**src/hdl/bitmap_frame_allocator_macros.svh**
```systemverilog
// ---------------------------------------------------------------------------
// bitmap frame allocator assertion macros
// shared property forms used by the allocator rtl
// ---------------------------------------------------------------------------
`ifndef BITMAP_FRAME_ALLOCATOR_MACROS_SVH
`define BITMAP_FRAME_ALLOCATOR_MACROS_SVH

// same-cycle implication
`define BFA_ASSERT_IMP(lbl, ante, cons, msg) \
  lbl: assert property (@(posedge clk) disable iff (!rst_n) (ante) |-> (cons)) \
    else $error(msg);

// next-cycle implication
`define BFA_ASSERT_NXT(lbl, ante, cons, msg) \
  lbl: assert property (@(posedge clk) disable iff (!rst_n) (ante) |=> (cons)) \
    else $error(msg);

`endif

```
**src/hdl/bfa_ram.sv**
```systemverilog
// ---------------------------------------------------------------------------
// bfa_ram
// generic single write port, single read port ram with registered read
// ---------------------------------------------------------------------------
module bfa_ram #(
  parameter int WIDTH = 64,
  parameter int DEPTH = 64
) (
  input  logic                                     clk,
  input  logic                                     we,
  input  logic [((DEPTH > 1) ? $clog2(DEPTH) : 1)-1:0] waddr,
  input  logic [WIDTH-1:0]                         wdata,
  input  logic [((DEPTH > 1) ? $clog2(DEPTH) : 1)-1:0] raddr,
  output logic [WIDTH-1:0]                         rdata
);

  logic [WIDTH-1:0] mem [DEPTH];

  always_ff @(posedge clk) begin
    if (we) begin
      mem[waddr] <= wdata;
    end
    rdata <= mem[raddr];
  end

endmodule

```
**config.mk**
```make
export PLATFORM = sky130hd
export DESIGN_NAME = bfa_ram
export DESIGN_NICKNAME = d
export VERILOG_FILES = /design/src/hdl/bitmap_frame_allocator_macros.svh /design/src/hdl/bfa_ram.sv
export SDC_FILE = /design/constraint.sdc
export NUM_CORES = 2
export LEC_CHECK = 0
export BUFFER_PORTS_ARGS = -buffer_cell sky130_fd_sc_hd__buf_2
export CAP_MARGIN = 20
export CORE_AREA = 5 5 530 532
export CTS_CLUSTER_SIZE = 40
export DETAILED_ROUTE_END_ITERATION = 7
export DIE_AREA = 0 0 535 537
export MAX_ROUTING_LAYER = met4
export PLACE_DENSITY = 0.76
export SLEW_MARGIN = 5
export SYNTH_ARGS = -nofsm -noshare
export SYNTH_HDL_FRONTEND = slang
export SYNTH_SLANG_ARGS = --single-unit
```
**constraint.sdc**
```tcl
create_clock -name clk -period 8.05 [get_ports clk]
set_input_delay 2.415 -clock clk [delete_from_list [all_inputs] [get_ports clk]]
set_output_delay 2.415 -clock clk [all_outputs]
set_load 0.02 [all_outputs]
```
; ---- Word level (Yosys, flattened, before mapping)
; Memories as Yosys holds them, arrays and structs flattened. A register that Yosys moved wholly into a read port is not among the register bits.
; Cells that the tools add are included.
[totals]
ram_bits = 4096
reg_bits = 0
output_inout_bits = 64
n_memories = 1
[memory_table]
columns = name, depth, word_bits, read_ports, rd_clocked_by_memory_dff, wr, line_no
row1 = mem, 64, 64, 1, 1, 1, bfa_ram.sv:17  ; logic [WIDTH-1:0] mem [DEPTH];
[classes]
mux = 2
[ops]
columns = operator, count
row1 = $mux W1, 2

; ---- Longest topological paths before layout
[logic_depth]
word_depth = 2
ltp_mapped = 9
depth_no_buf = 5

; ---- Worst setup path after synthesis
; OpenSTA, ideal clock, no wires.
[synth_path]
path_type = in2reg
startpoint = input port waddr[3] (netlist name)
endpoint = memory mem[48][0], enable pin
stages = 4
arrival_time_ps = 7287
slack_ps = 199
n_path_buf = 1
cell_sequence = clkbuf_1 -> nor2b_1 -> nand4b_1 -> nor3_1
[synth_rtl]
columns = element, line_no
row1 = "start, declared", bfa_ram.sv:11  ; input logic [((DEPTH > 1) ? $clog2(DEPTH) : 1)-1:0] waddr,
row2 = "end, declared", bfa_ram.sv:17
; No word-level cell before the write port.

==> metrics.yaml <==
cts_root_buffer: "clkbuf_16"
startpoint: "raddr[2]"
final_hold_viol_count: 0
slowest_stage: "nand2b_1"
antenna_found_initial: 46
synth_async_sr_flop_share: 0
portBuffers: 141
critPathCaptureType: "register"
dp.cells: 10300
syn_area_per_cell_um2: 23.7
max_stage_delay_ns: 0.90
syn-num-nets: 6676
finalSetupViolCount: 0
path_class: "in -> reg"
via_per_inst: 7.05
path_cells: "buf_8, buf_4, nand2b_1, o221ai_1, o22ai_1, and3_1"
clk_pin_slew_ns: 0.06
max_cap_viol_count: 0
p_leak_nw: 55.0
drc: 0
max_freq_mhz: 214
cts-resized-gates: 0
r2r-start: "mem[13][26]"
place.gp.congestion: 0.847
synth_edf_count: 4096
grt_pass1_vias: 78400
final_cells: 11100
worst-path-max-fanout: 61
yosys_most_used_dff: "edfxtp_1"
final_util: 0.640
synth_top_area_share: 0.787
drt_iter0_markers: 12700
clock-sinks: 4160
cp.arrival_ns: 5.52
via_count: 78100
cts_buffer_depth: 4
yosysWarnings: 0
synth-seq-area-share: 0.795
dieHeight_um: 537
die_w_um: 535
hp-class: "reg -> reg"
drtPass1Iterations: 6
post_cts_buffers: 0
power_mw: 44.9
hold_buffers: 0
rows: 193
die_area_um2: 287000
nFillCells: 16800
yosys.area.top_type: "edfxtp_1"
fin_crit_ns: 4.67
required_ns: 8.90
pre_cts_ws_ns: 2.53
htreeDepth: 5
cts_made_buffers: 390
final_max_slew_viol_count: 0
syn_area_um2: 156000
area_growth_pct: 12.7
place_area_um2: 163000
fin_crit_sh: 0.580
finalWorstSetupSlack_ns: 3.38
status: "finished clean"
rsz0062_at_grt: "false"
detail-route-antenna-nets: 0
yosysUniqueCellTypes: 33
powerDensity_nw_per_um2: 255
final_nets: 7084
overflow: 0
initial_core_util: 0.567
tightest_slew_ns: 1.24
grt_use_total: 0.310
clk_latency_ns: 0.94
io_pins: 142
skew_ns: 0.0460
tritoncts: "yes"
peakVddDrop_v: 0.000256
hold-worst-slack_ns: 0.840
start_kind: "input port"
wl_per_cell_um: 38.8
hp-start: "mem[38][28]"
synth_area_leaders: "edfxtp_1 79%, mux4_2 15%, mux2i_1 0.86%, dfxtp_1 0.82%, a22oi_1 0.81%"
dpl.hpwl_mm: 218
core_area_um2: 276000
drive_above_1_share: 0.283
fin_tns_setup_ns: 0
stdcell_area_um2: 176000
drt_wl_total_mm: 430
slew_headroom: 0.172
ys_ff_latch: 4160
grt_max_degree: 103
grt_pass1_wl_mm: 605
synthCells: 6598
==> where the power goes <==
part / switching (mW) / total [mW] / internal [mW]
registers: 0.136 / 24.1 / 24.0
clock network: 7.99 / 18.7 / 10.7
logic: 1.33 / 2.10 / 0.772
total: 9.46 / 44.9 / 35.4
==> state kept, by name (all words and copies together), names as in the netlist <==
signal,cells
mem,4096
rdata,64
==> routing by layer <==
metal,share of wire,GRT usage,routed length [um]
met5,0,-,0
met4,0.050,0.132,21400
met3,0.13,0.0790,57700
met2,0.48,0.476,208000
met1,0.33,0.401,142000
==> cell families (layout without fill, tap and decap cells) <==
kind of cell           after synthesis  after routing  synth area share
AO/OA/AOI/OAI                      504            504            0.0248
buffers and inverters              389           1120            0.0118
flip-flops                        4160           4160             0.795
multiplexers                      1159           1159             0.156
other                                0             44                 0
AND/OR/NAND/NOR                    386            386            0.0124
==> cells in the mapped netlist (all sizes together) (28+ instances only) <==
cell type and number:
edfxtp 4096, mux4 1024, buf 230, a22oi 168
clkbuf 140, mux2i 135, nor2 112, a22o 88
o22ai 83, and3 64, dfxtp 64, a211oi 63
nand2 58, nand3 45, o221ai 38, or3 29
nor2b 28, or2 28
==> path summary, 6_finish.rpt <==
check	to	slack, ns	depth (start not counted)
worst min-delay path	rdata[28]	0.84	4
worst min register to register	rdata[28]	0.84	4
worst max-delay path	rdata[0]	3.38	6
worst max register to register	rdata[26]	5.76	5
==> layout make-up <==
type / instances / area (um2) / share of cell area
antenna: 44 / 110 / 0.000625
clock buffer: 483 / 10400 / 0.0589
clock inverter: 232 / 2440 / 0.0139
inverter: 19 / 71.3 / 0.000405
multi-input combinational: 2049 / 30800 / 0.175
sequential: 4160 / 124000 / 0.705
tap: 3705 / 4640 / 0.0263
timing repair buffer: 386 / 3520 / 0.0200
==> cells in the final DEF, fill, tap and decap left out, types with 74 or more instances in the layout <==
cell,netlist,layout
buf_2,170,138
clkbuf_16,0,397
clkbuf_1,140,74
a22oi_1,168,168
clkinv_1,0,84
mux2i_1,135,135
o22ai_1,83,83
buf_4,34,172
edfxtp_1,4096,4096
a22o_1,88,88
mux4_2,1024,1024
==> critical path: cells and delay by family <==
kind	cells	cell delay [ns]
compound gates	2	0.63
buf+inv	2	1.21
simple gates	2	1.13
No activity file was read; power rests on OpenSTA's default activity.
