### src/hdl/bitmap_frame_allocator_macros.svh
// ---------------------------------------------------------------------------
// bitmap frame allocator assertion macros
// shared property forms used by the allocator rtl
// ---------------------------------------------------------------------------
`ifndef BITMAP_FRAME_ALLOCATOR_MACROS_SVH
`define BITMAP_FRAME_ALLOCATOR_MACROS_SVH

// same-cycle implication
`define BFA_ASSERT_IMP(lbl, ante, cons, msg) \
  lbl: assert property (@(posedge clk) disable iff (!rst_n) (ante) |-> (cons)) \
    else $error(msg);

// next-cycle implication
`define BFA_ASSERT_NXT(lbl, ante, cons, msg) \
  lbl: assert property (@(posedge clk) disable iff (!rst_n) (ante) |=> (cons)) \
    else $error(msg);

`endif

### src/hdl/bfa_pkg.sv
// ---------------------------------------------------------------------------
// bfa_pkg
// shared types and constants of the bitmap frame allocator
// ---------------------------------------------------------------------------
package bfa_pkg;

  localparam int WORD_W = 64;
  localparam int IDX_W  = 6;

  localparam logic MODE_ALLOC = 1'b0;
  localparam logic MODE_FREE  = 1'b1;

  typedef logic [IDX_W-1:0] bit_idx_t;

  typedef struct packed {
    logic     hit;
    bit_idx_t idx;
  } scan_res_t;

endpackage

### src/hdl/bfa_scan.sv
// ---------------------------------------------------------------------------
// bfa_scan
// finds the first free run of the requested length ending in one bitmap word
// ---------------------------------------------------------------------------
module bfa_scan #(
  parameter int MAX_RUN = 256,
  parameter int RUNW    = 9
) (
  input  logic [bfa_pkg::WORD_W-1:0] used,
  input  logic [RUNW-1:0]            carry_in,
  input  logic [RUNW-1:0]            cnt,
  output bfa_pkg::scan_res_t         res,
  output logic [RUNW-1:0]            carry_out
);

  import bfa_pkg::*;

  logic [WORD_W-1:0] lu_v;
  bit_idx_t          lu_p [WORD_W];
  logic [RUNW-1:0]   run  [WORD_W];
  logic [WORD_W-1:0] hit;
  logic [RUNW-1:0]   carry_add;

  // prefix search for the last used bit at or below each lane
  always_comb begin
    for (int i = 0; i < WORD_W; i++) begin
      lu_v[i] = used[i];
      lu_p[i] = IDX_W'(i);
    end
    for (int l = 0; l < IDX_W; l++) begin
      for (int i = WORD_W - 1; i >= (1 << l); i--) begin
        if (!lu_v[i] && lu_v[i - (1 << l)]) begin
          lu_v[i] = 1'b1;
          lu_p[i] = lu_p[i - (1 << l)];
        end
      end
    end
    for (int i = 0; i < WORD_W; i++) begin
      run[i] = lu_v[i] ? RUNW'(IDX_W'(i) - lu_p[i]) : RUNW'(i + 1) + carry_in;
      hit[i] = !used[i] && (run[i] >= cnt);
    end
    res.hit = |hit;
    res.idx = '0;
    for (int i = WORD_W - 1; i >= 0; i--) begin
      if (hit[i]) begin
        res.idx = IDX_W'(i);
      end
    end
  end

  assign carry_add = carry_in + RUNW'(WORD_W);

  always_comb begin
    if (lu_v[WORD_W-1]) begin
      carry_out = RUNW'(IDX_W'(WORD_W - 1) - lu_p[WORD_W-1]);
    end else if (carry_add >= RUNW'(MAX_RUN)) begin
      carry_out = RUNW'(MAX_RUN);
    end else begin
      carry_out = carry_add;
    end
  end

endmodule

### config.mk
export PLATFORM = sky130hd
export DESIGN_NAME = bfa_scan
export DESIGN_NICKNAME = d
export VERILOG_FILES = /design/src/hdl/bitmap_frame_allocator_macros.svh /design/src/hdl/bfa_pkg.sv /design/src/hdl/bfa_scan.sv
export SDC_FILE = /design/constraint.sdc
export NUM_CORES = 2
export LEC_CHECK = 0
export BUFFER_PORTS_ARGS = -buffer_cell sky130_fd_sc_hd__buf_2
export CAP_MARGIN = 20
export CORE_ASPECT_RATIO = 1.75
export CORE_MARGIN = 8
export CORE_UTILIZATION = 45
export DETAILED_ROUTE_END_ITERATION = 12
export PLACE_DENSITY = 0.59
export SYNTH_ARGS = -nofsm -noshare
export SYNTH_HDL_FRONTEND = slang
export SYNTH_SLANG_ARGS = --single-unit
### constraint.sdc
create_clock -name vclk -period 7.7
set_input_delay 0.77 -clock vclk [all_inputs]
set_output_delay 0.77 -clock vclk [all_outputs]
set_load 0.02 [all_outputs]
==> results of run 1 <==
-- metrics by stage --
step | area (sq um) | utilization [%] | instances
3_3_place_gp | 37700 | 55.0 | 6184
4_1_cts | 37700 | 55.0 | 6184
3_5_place_dp | 37700 | 55.0 | 6184
2_1_floorplan | 31100 | - | 4669
-- layer usage --
| metal | track usage (%) | GRT overflow |
|---|---|---|
| met3 | 40.3 | 0 |
| met2 | 87.5 | 5 |
| met5 | 7.40 | 0 |
| met4 | 69.7 | 9 |
| met1 | 64.7 | 0 |
-- cells by family after synthesis --
kind of cell / count (synthesis) / synth area share, %
compound gates: 1634 / 33.3
simple gates: 1627 / 24.7
fa+ha+maj: 663 / 26.6
buf+inv: 374 / 4.63
xor+xnor: 312 / 8.78
mux: 59 / 1.96
-- timing repair --
action                                  4_1_cts
cloned                                        0
endpoints found under the setup margin        2
endpoints found under the hold margin         0
buffers inserted                              0
gates resized for setup                       1
==> results.ini, run 1 <==
[logic_synthesis]
synth_common_cells = 663 x ha_1, 549 x nor2_1, 490 x a21oi_1, 456 x nand2_1, 369 x o21ai_0
synth_seq_area_share_pct = 0
yosysTopAreaCell = ha_1
synth_top_area_share_pct = 26.6
netlist_instances = 4669
avgSynthCellArea_sq_um = 6.67
synthesis.nets = 5414
yosysWarnings = 0
synth.most_common_cell = ha_1
synth_area_leaders = ha_1 27%, a21oi_1 7.9%, nor2_1 6.6%
netlist_area_sq_um = 31100
synth_cell_types = 90

[floorplanning]
die_h_um = 364
ios = 98
row_count = 127
start_util_pct = 45.5
fp.dieW_um = 215

[global_routing]
grt_usage_pct = 65.0
globalRoute.totalOverflow = 14
grt_max_degree = 65
grt_pass1_vias = 46300
grt_pass1_wl_mm = 366

[run_status]
outcome = stopped before the end
error = [ERROR GRT-0116] Global routing finished with congestion. Check the congestion regions in the DRC Viewer.
haltStage = global routing

[placed_design]
gp_congestion = 1.27
dp.final_hpwl_mm = 196
post-place-ws_ns = -0.0795
portBuffers = 98

[cts]
ctsHoldBuffers = 0

==> inputs of run 2 (changes only) <==
--- a/config.mk
+++ b/config.mk
@@ -7,11 +7,10 @@
 export LEC_CHECK = 0
 export BUFFER_PORTS_ARGS = -buffer_cell sky130_fd_sc_hd__buf_2
 export CAP_MARGIN = 20
-export CORE_ASPECT_RATIO = 1.75
 export CORE_MARGIN = 8
-export CORE_UTILIZATION = 45
+export CORE_UTILIZATION = 30
 export DETAILED_ROUTE_END_ITERATION = 12
-export PLACE_DENSITY = 0.59
+export PLACE_DENSITY_LB_ADDON = 0.15
 export SYNTH_ARGS = -nofsm -noshare
 export SYNTH_HDL_FRONTEND = slang
 export SYNTH_SLANG_ARGS = --single-unit
==> results.ini, run 2 <==
[placed_design]
dp.final_hpwl_mm = 223  ; +14%
portBuffers = 98  ; unchanged
gp_congestion = 1.13  ; -11%
post-place-ws_ns = -0.323  ; -0.244 ns

[floorplanning]
die_area_sq_um = 114000
core_area_sq_um = 103000
row_count = 118  ; -7.1%
start_util_pct = 30.2  ; -15 points
die_h_um = 338  ; -7.1%
ios = 98  ; unchanged
fp.dieW_um = 338  ; +57%

[logic_synthesis]
yosys.area_share.adder_pct = 26.6  ; unchanged
netlist_instances = 4669  ; unchanged
synthesis.nets = 5414  ; unchanged
synth_xor_area_share_pct = 8.78  ; unchanged
synth_compound_area_share_pct = 33.3  ; unchanged
synth_top_area_share_pct = 26.6  ; unchanged
yosysTopAreaCell = ha_1
avgSynthCellArea_sq_um = 6.67  ; unchanged
synth_cell_types = 90  ; unchanged
netlist_area_sq_um = 31100  ; unchanged
synth_mux_area_share_pct = 1.96  ; unchanged
synth.most_common_cell = ha_1
synth_top_family_by_area = compound AO/OA/AOI/OAI gates
yosysWarnings = 0  ; unchanged
yosys.area_share.simple_pct = 24.7  ; unchanged
synth_seq_area_share_pct = 0  ; unchanged
synth_common_cells = 663 x ha_1, 549 x nor2_1, 490 x a21oi_1, 456 x nand2_1, 369 x o21ai_0
synth_area_leaders = ha_1 27%, a21oi_1 7.9%, nor2_1 6.6%

[setup_path]
slowest_delay_ns = 0.52
path_delay_family = compound AO/OA/AOI/OAI gates
path_cells = buf_2 > nor2b_1 > o21ai_0 > a21oi_1 > o21bai_1 > a21boi_0 > o21ai_0 > or2_2 > ha_1 > o21a_1 > a41oi_1 > a21oi_1 > ha_1 > a2111oi_1 > a211oi_2 > buf_12 > or4_1 > o211ai_1 > a311o_1 > a21oi_4 > buf_4 > o21ai_0 > buf_4
crit_arrival_ns = 6.88
critical_path.max_fanout = 10
crit_path_start_kind = input pin
critPathRequiredTime_ns = 6.93
cp_common_cell = o21ai_0
setup.worst_path.start = used[35]
critical_path_class = in2out
cp-end-kind = output port
path_buf_inv = 4
cp_slowest_cell = o21bai_1

[timing]
fin_ws_ns = 0.0488
setup_viol = 0
final_max_slew_viol_count = 0
timing.fmax_mhz = 131
fin_crit_sh_pct = 99.4
hold_violations = 0
tightest_slew_ns = 1.21
post-route-min-period_ns = 7.65
relSlewSlack_pct = 18.5

[detailed_routing]
detail_route.vias_per_cell = 6.50
drtIter0Drc = 6567
antenna_left = 0
drc = 0
routedWlPerCell_um = 39.6
first_pass_iters = 9
wl_mm = 267
via_count = 43800

[cells_and_area]
layout_commonest_cell = buf_4
ff_latch_area_sq_um = 0
layout-drive-gt1-share_pct = 20.5
seq_cells = 0
syn_to_final_growth_pct = 26.1
clockBufferCount = 0
num-nets-final = 6096
final_cell_mix = 806 x buf_4, 661 x ha_1, 539 x nor2_1

[hold_path]
worstHoldStart = used[63]
holdPathEnd = carry_out[2]
holdPathStages = 4
min_path_type = in2out

[global_routing]
grt_usage_pct = 43.8
grt_max_degree = 36
antenna_found_initial = 26
grt_pass1_wl_mm = 354
globalRoute.totalOverflow = 0
grt_pass1_vias = 40400

[run_status]
outcome = completed

[job]
drv_cap = 0

run 2: cell counts after synthesis:
Identical to the previous run, type by type.
run 2: layout make-up:
| type | count | area, sq um |
|---|---|---|
| Timing Repair Buffer | 916 | 6840 |
| Antenna cell | 11 | 27.5 |
| Tap cell | 1380 | 1730 |
| Fill cell | 11300 | 63900 |
| Inverter | 138 | 538 |
| Multi-Input combinational cell | 4295 | 30100 |
run 2: how the worst max path moves through the flow:
stage / to / slack, ns / cells past startpoint
2_1_floorplan: res[2] / 0.86 / 22
3_3_place_gp: res[2] / -1.09 / 23
4_1_cts: res[4] / 0.007 / 26
5_1_grt: res[4] / -0.006 / 28
6_report: res[2] / 0.05 / 23
3_5_place_dp: res[2] / -0.32 / 24
run 2: repair_timing:
action                     in CTS  in global routing
resized for setup               7                 68
setup endpoints to repair       6                  7
setup buffers                   0                  1
hold buffers                    0                  0
pin swaps                       0                  5
hold endpoints to repair        0                  0
run 2: logic make-up (layout without fill, tap and decap cells):
| kind of cell | count (synthesis) | after routing |
|---|---|---|
| compound gates | 1634 | 1634 |
| mux | 59 | 59 |
| xor+xnor | 312 | 312 |
| other cells | 0 | 11 |
| buf+inv | 374 | 1054 |
| fa+ha+maj | 663 | 663 |
| simple gates | 1627 | 1627 |
run 2: stage by stage:
step | TNS (ns) | cell area (sq um) | instances | util (%) | hold slack [ns]
2_1_floorplan | 0 | 31100 | 4669 | - | 1.82
3_3_place_gp | -5.17 | 38800 | 6724 | 37.6 | 2.12
4_1_cts | 0 | 38900 | 6727 | 37.7 | 2.10
3_5_place_dp | -1.18 | 38900 | 6727 | 37.7 | 2.10
5_1_grt | -0.00590 | 39200 | 6729 | 38.0 | 2.14
6_report | 0 | 39300 | 6740 | 38.0 | 2.11
run 2: routing by layer:
layer  track usage [%]  vias up  routed length [um]
li1                  -    18800                   -
met1              55.9    21200              108000
met5             0.595        -                 255
met2              63.2     3044              106000
met3              12.7      760               30000
met4              28.8       20               22900
